===== src/rtl/next_permutation_engine_top_assert.svh =====
// Assertion macros shared by the block's top level.
`ifndef NEXT_PERMUTATION_ENGINE_TOP_ASSERT_SVH
`define NEXT_PERMUTATION_ENGINE_TOP_ASSERT_SVH

// Same-cycle implication, checked at every rising edge outside reset.
`define NPE_ASSERT_NOW(lbl, ante, cons, msg) \
    lbl: assert property (@(posedge clk) disable iff (!rst_n) (ante) |-> (cons)) \
        else $error(msg);

// Next-cycle implication, checked at every rising edge outside reset.
`define NPE_ASSERT_NEXT(lbl, ante, cons, msg) \
    lbl: assert property (@(posedge clk) disable iff (!rst_n) (ante) |=> (cons)) \
        else $error(msg);

`endif


===== src/rtl/npe_pkg.sv =====
package npe_pkg;

    // Default store depth.
    localparam int MAX_LEN_DEF = 16;

    // Sequencer states.
    typedef enum logic [3:0] {
        ST_LOAD,
        ST_START,
        ST_PIV_RD,
        ST_PIV_CMP,
        ST_SUC_RD,
        ST_SUC_CMP,
        ST_EMIT_RD,
        ST_EMIT_LD,
        ST_EMIT_OUT
    } npe_state_t;

    // Commands from the controller to the datapath.
    typedef struct packed {
        logic ld;          // store an accepted element
        logic seq_done;    // sequence fully emitted, clear count and overflow
        logic adv_clr;
        logic adv_set;
        logic scan_start;  // index to the last stored position
        logic emit_start;  // index to position zero
        logic idx_dec;
        logic idx_inc;
        logic prev_ld;
        logic pivot_ld;
        logic k_ld;
        logic emit_addr;   // read address follows the output mapping
        logic out_ld;
    } npe_cmd_t;

    // Status from the datapath to the controller.
    typedef struct packed {
        logic short_seq;   // fewer than two elements stored
        logic count_nz;
        logic idx_top;     // index sits at the last stored position
        logic idx_zero;
        logic lt_prev;     // read element is below its right neighbor
        logic gt_pval;     // read element is above the pivot value
    } npe_status_t;

endpackage


===== src/rtl/npe_datapath.sv =====
module npe_datapath #(
    parameter int MAX_LEN = npe_pkg::MAX_LEN_DEF
) (
    input  logic               clk,
    input  logic               rst_n,
    input  logic [7:0]         elem,
    input  npe_pkg::npe_cmd_t  cmd,
    output npe_pkg::npe_status_t st,
    output logic [7:0]         out_elem,
    output logic               out_last,
    output logic               advanced,
    output logic               overflow
);
    import npe_pkg::*;

    localparam int AW = (MAX_LEN > 1) ? $clog2(MAX_LEN) : 1;
    localparam int CW = $clog2(MAX_LEN + 1);

    logic [7:0]    mem [MAX_LEN];

    logic [CW-1:0] count_reg, count_next;
    logic          ovf_reg, ovf_next;
    logic          adv_reg, adv_next;
    logic [AW-1:0] idx_reg, idx_next;
    logic [7:0]    prev_reg;
    logic [AW-1:0] piv_reg;
    logic [7:0]    pval_reg;
    logic [AW-1:0] k_reg;
    logic [7:0]    rd_data_reg;
    logic          sub_reg, sub_next;
    logic [7:0]    out_elem_reg;
    logic          out_last_reg;

    logic          full;
    logic [AW-1:0] top_idx;
    logic          past_piv;
    logic          at_piv;
    logic [AW-1:0] mirror;
    logic [AW-1:0] rd_addr;

    assign full    = (count_reg == CW'(MAX_LEN));
    assign top_idx = AW'(count_reg - CW'(1));

    // Output position mapping: the pivot takes the successor, the suffix is mirrored.
    assign past_piv = adv_reg && (idx_reg > piv_reg);
    assign at_piv   = adv_reg && (idx_reg == piv_reg);
    assign mirror   = AW'((CW + 1)'(count_reg) + (CW + 1)'(piv_reg) - (CW + 1)'(idx_reg));

    always_comb
    begin
        if (!cmd.emit_addr) begin
            rd_addr = idx_reg;
        end else if (at_piv) begin
            rd_addr = k_reg;
        end else if (past_piv) begin
            rd_addr = mirror;
        end else begin
            rd_addr = idx_reg;
        end
        sub_next = cmd.emit_addr && past_piv && (mirror == k_reg);
    end

    // Element store with one write and one registered read.
    always_ff @(posedge clk)
    begin
        if (cmd.ld && !full) begin
            mem[count_reg[AW-1:0]] <= elem;
        end
        rd_data_reg <= mem[rd_addr];
        sub_reg     <= sub_next;
    end

    // Next values of the control registers.
    always_comb
    begin
        count_next = count_reg;
        ovf_next   = ovf_reg;
        adv_next   = adv_reg;
        if (cmd.ld) begin
            if (full) begin
                ovf_next = 1'b1;
            end else begin
                count_next = count_reg + CW'(1);
            end
        end
        if (cmd.seq_done) begin
            count_next = '0;
            ovf_next   = 1'b0;
        end
        if (cmd.adv_clr) begin
            adv_next = 1'b0;
        end
        if (cmd.adv_set) begin
            adv_next = 1'b1;
        end
    end

    always_ff @(posedge clk or negedge rst_n)
    begin
        if (!rst_n) begin
            count_reg <= '0;
            ovf_reg   <= 1'b0;
            adv_reg   <= 1'b0;
        end else begin
            count_reg <= count_next;
            ovf_reg   <= ovf_next;
            adv_reg   <= adv_next;
        end
    end

    // Scan and emit index.
    always_comb
    begin
        idx_next = idx_reg;
        if (cmd.scan_start) begin
            idx_next = top_idx;
        end else if (cmd.emit_start) begin
            idx_next = '0;
        end else if (cmd.idx_dec) begin
            idx_next = idx_reg - AW'(1);
        end else if (cmd.idx_inc) begin
            idx_next = idx_reg + AW'(1);
        end
    end

    // Scan results and the output register.
    always_ff @(posedge clk)
    begin
        idx_reg <= idx_next;
        if (cmd.prev_ld) begin
            prev_reg <= rd_data_reg;
        end
        if (cmd.pivot_ld) begin
            piv_reg  <= idx_reg;
            pval_reg <= rd_data_reg;
        end
        if (cmd.k_ld) begin
            k_reg <= idx_reg;
        end
        if (cmd.out_ld) begin
            out_elem_reg <= sub_reg ? pval_reg : rd_data_reg;
            out_last_reg <= (idx_reg == top_idx);
        end
    end

    // Status toward the controller.
    assign st.short_seq = (count_reg <= CW'(1));
    assign st.count_nz  = (count_reg != '0);
    assign st.idx_top   = (idx_reg == top_idx);
    assign st.idx_zero  = (idx_reg == '0);
    assign st.lt_prev   = (rd_data_reg < prev_reg);
    assign st.gt_pval   = (rd_data_reg > pval_reg);

    assign out_elem = out_elem_reg;
    assign out_last = out_last_reg;
    assign advanced = adv_reg;
    assign overflow = ovf_reg;

endmodule


===== src/rtl/npe_ctrl.sv =====
module npe_ctrl (
    input  logic                 clk,
    input  logic                 rst_n,
    input  logic                 elem_valid,
    output logic                 elem_ready,
    input  logic                 last,
    output logic                 res_valid,
    input  logic                 res_ready,
    input  npe_pkg::npe_status_t st,
    output npe_pkg::npe_cmd_t    cmd
);
    import npe_pkg::*;

    npe_state_t state_reg, state_next;

    always_ff @(posedge clk or negedge rst_n)
    begin
        if (!rst_n) begin
            state_reg <= ST_LOAD;
        end else begin
            state_reg <= state_next;
        end
    end

    // Next state.
    always_comb
    begin
        state_next = state_reg;
        case (state_reg)
            ST_LOAD:
            begin
                if (elem_valid && last) begin
                    state_next = ST_START;
                end
            end
            ST_START:
            begin
                state_next = st.short_seq ? ST_EMIT_RD : ST_PIV_RD;
            end
            ST_PIV_RD:
            begin
                state_next = ST_PIV_CMP;
            end
            ST_PIV_CMP:
            begin
                if (!st.idx_top && st.lt_prev) begin
                    state_next = ST_SUC_RD;
                end else if (st.idx_zero) begin
                    state_next = ST_EMIT_RD;
                end else begin
                    state_next = ST_PIV_RD;
                end
            end
            ST_SUC_RD:
            begin
                state_next = ST_SUC_CMP;
            end
            ST_SUC_CMP:
            begin
                state_next = st.gt_pval ? ST_EMIT_RD : ST_SUC_RD;
            end
            ST_EMIT_RD:
            begin
                state_next = ST_EMIT_LD;
            end
            ST_EMIT_LD:
            begin
                state_next = ST_EMIT_OUT;
            end
            ST_EMIT_OUT:
            begin
                if (res_ready) begin
                    state_next = st.idx_top ? ST_LOAD : ST_EMIT_RD;
                end
            end
            default:
            begin
                state_next = ST_LOAD;
            end
        endcase
    end

    // Commands and handshake outputs.
    always_comb
    begin
        cmd        = '0;
        elem_ready = 1'b0;
        res_valid  = 1'b0;
        case (state_reg)
            ST_LOAD:
            begin
                elem_ready = 1'b1;
                cmd.ld     = elem_valid;
            end
            ST_START:
            begin
                cmd.adv_clr = 1'b1;
                if (st.short_seq) begin
                    cmd.emit_start = 1'b1;
                end else begin
                    cmd.scan_start = 1'b1;
                end
            end
            ST_PIV_CMP:
            begin
                cmd.prev_ld = 1'b1;
                if (!st.idx_top && st.lt_prev) begin
                    cmd.pivot_ld   = 1'b1;
                    cmd.adv_set    = 1'b1;
                    cmd.scan_start = 1'b1;
                end else if (st.idx_zero) begin
                    cmd.emit_start = 1'b1;
                end else begin
                    cmd.idx_dec = 1'b1;
                end
            end
            ST_SUC_CMP:
            begin
                if (st.gt_pval) begin
                    cmd.k_ld       = 1'b1;
                    cmd.emit_start = 1'b1;
                end else begin
                    cmd.idx_dec = 1'b1;
                end
            end
            ST_EMIT_RD:
            begin
                cmd.emit_addr = 1'b1;
            end
            ST_EMIT_LD:
            begin
                cmd.out_ld = 1'b1;
            end
            ST_EMIT_OUT:
            begin
                res_valid = 1'b1;
                if (res_ready) begin
                    if (st.idx_top) begin
                        cmd.seq_done = 1'b1;
                    end else begin
                        cmd.idx_inc = 1'b1;
                    end
                end
            end
            default:
            begin
                cmd = '0;
            end
        endcase
    end

endmodule


===== src/rtl/next_permutation_engine_top.sv =====
// Channel   Handshake               Payload
// input     elem_valid/elem_ready   elem, last
// result    res_valid/res_ready     out_elem, out_last, advanced, overflow
//
// Loading accepts one element per cycle. After the last element, the pivot scan
// and the successor scan each visit one position at a time through a read and a
// compare state, bounded by the single read port of the element store. Each result
// passes the read, load and output states and waits on res_ready. Reset returns the
// sequencer to loading with an empty store; no input is taken in scan or emission.
`include "next_permutation_engine_top_assert.svh"

module next_permutation_engine_top #(
    parameter int MAX_LEN = npe_pkg::MAX_LEN_DEF
) (
    input  logic       clk,
    input  logic       rst_n,
    input  logic       elem_valid,
    output logic       elem_ready,
    input  logic [7:0] elem,
    input  logic       last,
    output logic       res_valid,
    input  logic       res_ready,
    output logic [7:0] out_elem,
    output logic       out_last,
    output logic       advanced,
    output logic       overflow
);
    import npe_pkg::*;

    npe_cmd_t    cmd;
    npe_status_t st;

    // Sequencer.
    npe_ctrl u_ctrl (
        .clk        (clk),
        .rst_n      (rst_n),
        .elem_valid (elem_valid),
        .elem_ready (elem_ready),
        .last       (last),
        .res_valid  (res_valid),
        .res_ready  (res_ready),
        .st         (st),
        .cmd        (cmd)
    );

    // Element store, scan registers and output register.
    npe_datapath #(
        .MAX_LEN (MAX_LEN)
    ) u_datapath (
        .clk      (clk),
        .rst_n    (rst_n),
        .elem     (elem),
        .cmd      (cmd),
        .st       (st),
        .out_elem (out_elem),
        .out_last (out_last),
        .advanced (advanced),
        .overflow (overflow)
    );

    // Loading and emitting never overlap.
    `NPE_ASSERT_NOW(a_phase_excl, res_valid, !elem_ready, "input ready during emission")
    // A final element stops loading on the next cycle.
    `NPE_ASSERT_NEXT(a_last_stops, elem_valid && elem_ready && last, !elem_ready, "load after last")
    // A result is only offered with a non-empty store.
    `NPE_ASSERT_NOW(a_res_nonempty, res_valid, st.count_nz, "result with empty store")
    // A sequence shorter than two cannot advance.
    `NPE_ASSERT_NOW(a_short_noadv, res_valid && st.short_seq, !advanced, "short sequence advanced")

endmodule

===== config.mk =====
export PLATFORM = sky130hd
export DESIGN_NAME = next_permutation_engine_top
export DESIGN_NICKNAME = d
export VERILOG_FILES = /design/src/rtl/npe_pkg.sv /design/src/rtl/npe_datapath.sv /design/src/rtl/npe_ctrl.sv /design/src/rtl/next_permutation_engine_top.sv
export VERILOG_INCLUDE_DIRS = /design/src /design/src/rtl
export SDC_FILE = /design/constraint.sdc
export NUM_CORES = 1
export LEC_CHECK = 0
export BUFFER_PORTS_ARGS = -buffer_cell sky130_fd_sc_hd__clkbuf_2
export CELL_PAD_IN_SITES_DETAIL_PLACEMENT = 0
export CELL_PAD_IN_SITES_GLOBAL_PLACEMENT = 1
export CORE_MARGIN = 3
export CORE_UTILIZATION = 29
export CTS_BUF_LIST = sky130_fd_sc_hd__clkbuf_8
export CTS_CLUSTER_DIAMETER = 60
export CTS_CLUSTER_SIZE = 12
export DETAILED_ROUTE_END_ITERATION = 12
export PLACE_DENSITY_LB_ADDON = 0.1
export SKIP_LAST_GASP = 1
export SLEW_MARGIN = 10
export SYNTH_ARGS = -nofsm -noshare
export SYNTH_HDL_FRONTEND = slang
export SYNTH_HIERARCHICAL = 1
export SYNTH_SLANG_ARGS = --single-unit

===== constraint.sdc =====
create_clock -name clk -period 8 [get_ports clk]
set_clock_uncertainty 0.1 [all_clocks]
set_input_delay 0.4 -clock clk [delete_from_list [all_inputs] [get_ports clk]]
set_output_delay 0.4 -clock clk [all_outputs]
set_load 0.01 [all_outputs]

==> impl_metrics.py <==
metrics = {
    "outcome": {
        "run_status": "finished clean",
    },
    "synthesis": {
        "ys_warn_count": 6,
        "synth_ff_type": "edfxtp_1",
        "syn-cell-area_mm2": 0.00832,
        "netlist_instances": 521,
        "ys_seq_elements": 185,
        "netlist-cell-type-count": 59,
        "synth.largest_area_cell": "edfxtp_1",
        "synth_edf_count": 165,
        "synthArstFlopShare_pct": 5.95,
        "synth.most_common_cell": "edfxtp_1",
        "synth_commonest_cells": "edfxtp_1, inv_1, nand3_1",
        "synth_top_area_share_pct": 59.6,
        "syn_nets": 567,
        "syn_avg_cell_area_um2": 16.0,
        "synth_area_leaders": "edfxtp_1, mux4_2, ha_1",
        "ys_seq_area_share_pct": 65.1,
    },
    "sta": {
        "slew_headroom_pct": 38.1,
        "hold_violations": 0,
        "fmax_mhz": 235,
        "worst_slew_pin_slew_ns": 0.925,
        "fin_tns_setup_ns": 0,
        "setup_violations": 0,
        "min_period_over_period_pct": 53.2,
        "final_max_slew_viol_count": 0,
        "rsz0062_at_grt": "false",
        "period_needed_ns": 4.26,
    },
    "worst_setup_path": {
        "reg2regPathDepth": 15,
        "worstPathMaxFanout": 10,
        "r2r-start": "u_datapath/count_reg[0]",
        "crit_end": "u_datapath/idx_reg[3]",
        "cp.required_ns": 8.12,
        "setup.worst_path.end_class": "flip-flop",
        "crit_start": "u_datapath/count_reg[0]",
        "r2r_setup_slack_ns": 3.74,
        "critPathArrivalTime_ns": 4.37,
        "rr_endpoint": "u_datapath/idx_reg[3]",
        "setup.worst_path.class": "flip-flop to flip-flop",
        "cp-start-kind": "flip-flop",
    },
    "grt": {
        "antenna_found_initial": 0,
        "grt_usage_pct": 13.0,
        "grt_max_degree": 33,
        "gr-total-overflow": 0,
        "grt_pass1_vias": 4710,
        "grt_pass1_wl_um": 29400,
    },
    "floorplan": {
        "die_y_um": 175,
        "dieArea_mm2": 0.0307,
        "start_util_pct": 29.7,
        "core_area_mm2": 0.0280,
        "rows": 61,
        "fp.dieW_um": 175,
        "num_io_pins": 26,
    },
    "clock_tree": {
        "post_cts_buffers": 0,
        "cts-root-buf": "clkbuf_8",
        "clk_path_buf_depth": 2,
        "clk_pin_slew_ns": 0.11,
        "cts_resized": 0,
        "tritoncts": "yes",
        "cts-buffers-inserted": 17,
        "clock-sinks": 185,
        "clock_latency_ns": 0.48,
        "h-tree-depth": 4,
    },
    "routing": {
        "drt_iter0_markers": 287,
        "dr.pass1.iters": 4,
        "via_count": 4458,
        "wl_um": 19400,
        "drt-vias-per-instance": 4.74,
        "wl_per_cell_um": 20.7,
        "ant_nets": 0,
        "drc": 0,
    },
    "cells_and_area": {
        "layout-drive-gt1-share_pct": 19.1,
        "final_cell_area_mm2": 0.00928,
        "area_growth_pct": 11.6,
        "nFillCells": 2719,
        "nNetsFinal": 594,
        "largest_reg_flops": 128,
    },
    "power": {
        "switchingPower_mw": 1.45,
        "comb_power_share_pct": 41.5,
        "internal-power_mw": 2.12,
        "seqPwrFrac_pct": 39.1,
        "clkPwrFrac_pct": 19.4,
        "vdd_drop_max_mv": 0.136,
        "p_per_area_mw_per_mm2": 385,
        "p_leak_nw": 3.30,
        "swShare_pct": 40.7,
    },
    "place": {
        "gp_congestion": 0.790,
        "postPlaceCellArea_mm2": 0.00882,
        "io_buffers": 25,
        "hpwl_um": 13100,
    },
    "run": {
        "cap_viol_max_count": 0,
    },
    "hold_path": {
        "hold_path_class": "input port to flip-flop",
    },
}
## cells by family after synthesis
logic type,after synthesis,share of synthesized area (%)
muxes,40,10.3
buffers and inverters,62,3.63
DFF,185,65.1
xor gates and xnor gates,22,2.32
adders and majority gates,33,5.33
and+or+nand+nor,127,8.50
AOI/OAI and AO/OA,52,4.89
## metrics by stage
stage	instances	power (mW)	util [%]	hold slack (ns)	setup slack [ns]
3_3_place_gp	906	2.91	31.5	0.218	3.93
2_1_floorplan	521	2.48	-	0.00441	4.43
5_1_grt	939	3.83	33.1	0.0713	3.43
4_1_cts	939	3.63	33.1	0.0435	3.79
3_5_place_dp	906	2.92	31.5	0.223	3.83
6_report	940	3.57	33.1	0.0706	3.74
## worst min path at each step
stage	startpoint	endpoint	slack [ns]	cells past startpoint
after global routing	res_ready	u_ctrl/state_reg[3]	0.07	2
final	res_ready	u_ctrl/state_reg[3]	0.07	2
after global placement	rst_n	u_datapath/count_reg[3]	0.22	1
after floorplan	rst_n	u_ctrl/state_reg[0]	0.004	0
after CTS	res_ready	u_ctrl/state_reg[3]	0.04	2
after detailed placement	rst_n	u_datapath/count_reg[3]	0.22	1
## area by class of cell
type / count / area (um2) / share of cell area (%)
Multi-Input combinational cell: 274 / 2630 / 28.3
Timing Repair Buffer: 30 / 165 / 1.78
Clock inverter: 15 / 218 / 2.35
Antenna cell: 1 / 2.50 / 0.0270
Sequential cell: 185 / 5410 / 58.3
Clock buffer: 17 / 234 / 2.52
Inverter: 40 / 150 / 1.62
Tap cell: 378 / 473 / 5.10
## layer usage
layer  up-vias  track usage (%)  routed length, um
li1       2062                -                  -
met1      2295             17.6               8940
met2        81             21.3               9350
met3        20             2.64                806
met4         0             3.96                331
met5         -                0                  0
## power groups by stage
stage / clock network, mW / registers [mW] / logic, mW
floorplan: 0 / 1.32 / 1.16
global placement: 0 / 1.41 / 1.50
detailed placement: 0 / 1.42 / 1.50
CTS: 0.725 / 1.40 / 1.51
global route: 0.760 / 1.42 / 1.65
finish: 0.694 / 1.39 / 1.48
## cells in the final DEF (no fill, tap or decap), types with 5 or more instances in the layout
| master | Yosys | layout |
|---|---|---|
| a21o_1 | 10 | 10 |
| a21oi_1 | 14 | 14 |
| and2_1 | 13 | 13 |
| and3_1 | 6 | 6 |
| clkbuf_2 | 0 | 25 |
| clkbuf_8 | 0 | 17 |
| dfrtp_1 | 11 | 11 |
| dfxtp_1 | 9 | 9 |
| edfxtp_1 | 165 | 165 |
| ha_1 | 29 | 29 |
| inv_1 | 39 | 39 |
| inv_12 | 0 | 7 |
| mux2_2 | 7 | 7 |
| mux4_1 | 12 | 12 |
| mux4_2 | 20 | 20 |
| nand2_1 | 9 | 9 |
| nand2b_1 | 5 | 5 |
| nand3_1 | 34 | 34 |
| nand4_1 | 10 | 10 |
| nor2_1 | 25 | 25 |
| nor3_1 | 6 | 6 |
| xnor2_1 | 16 | 16 |
| xor2_1 | 6 | 6 |
## worst max-delay path, cell delays in order (launching register included)
cell and delay (ns):
dfrtp_1 0.59, inv_1 0.13, ha_1 0.32, xnor2_1 0.26, xnor2_1 0.09, nor4_1 0.71, nand2b_1 0.26, nand2_1 0.09
o32ai_1 0.42, ha_1 0.35, a21o_1 0.16, a21oi_1 0.17, xnor2_1 0.13, nor2_1 0.06, nor2_1 0.11, a21oi_1 0.05
## timing repair
item | CTS | global route
setup endpoints to repair | 0 | 0
hold buffers | 1 | 0
endpoints found under the hold margin | 11 | 0
No activity file was read; power rests on OpenSTA's default activity.
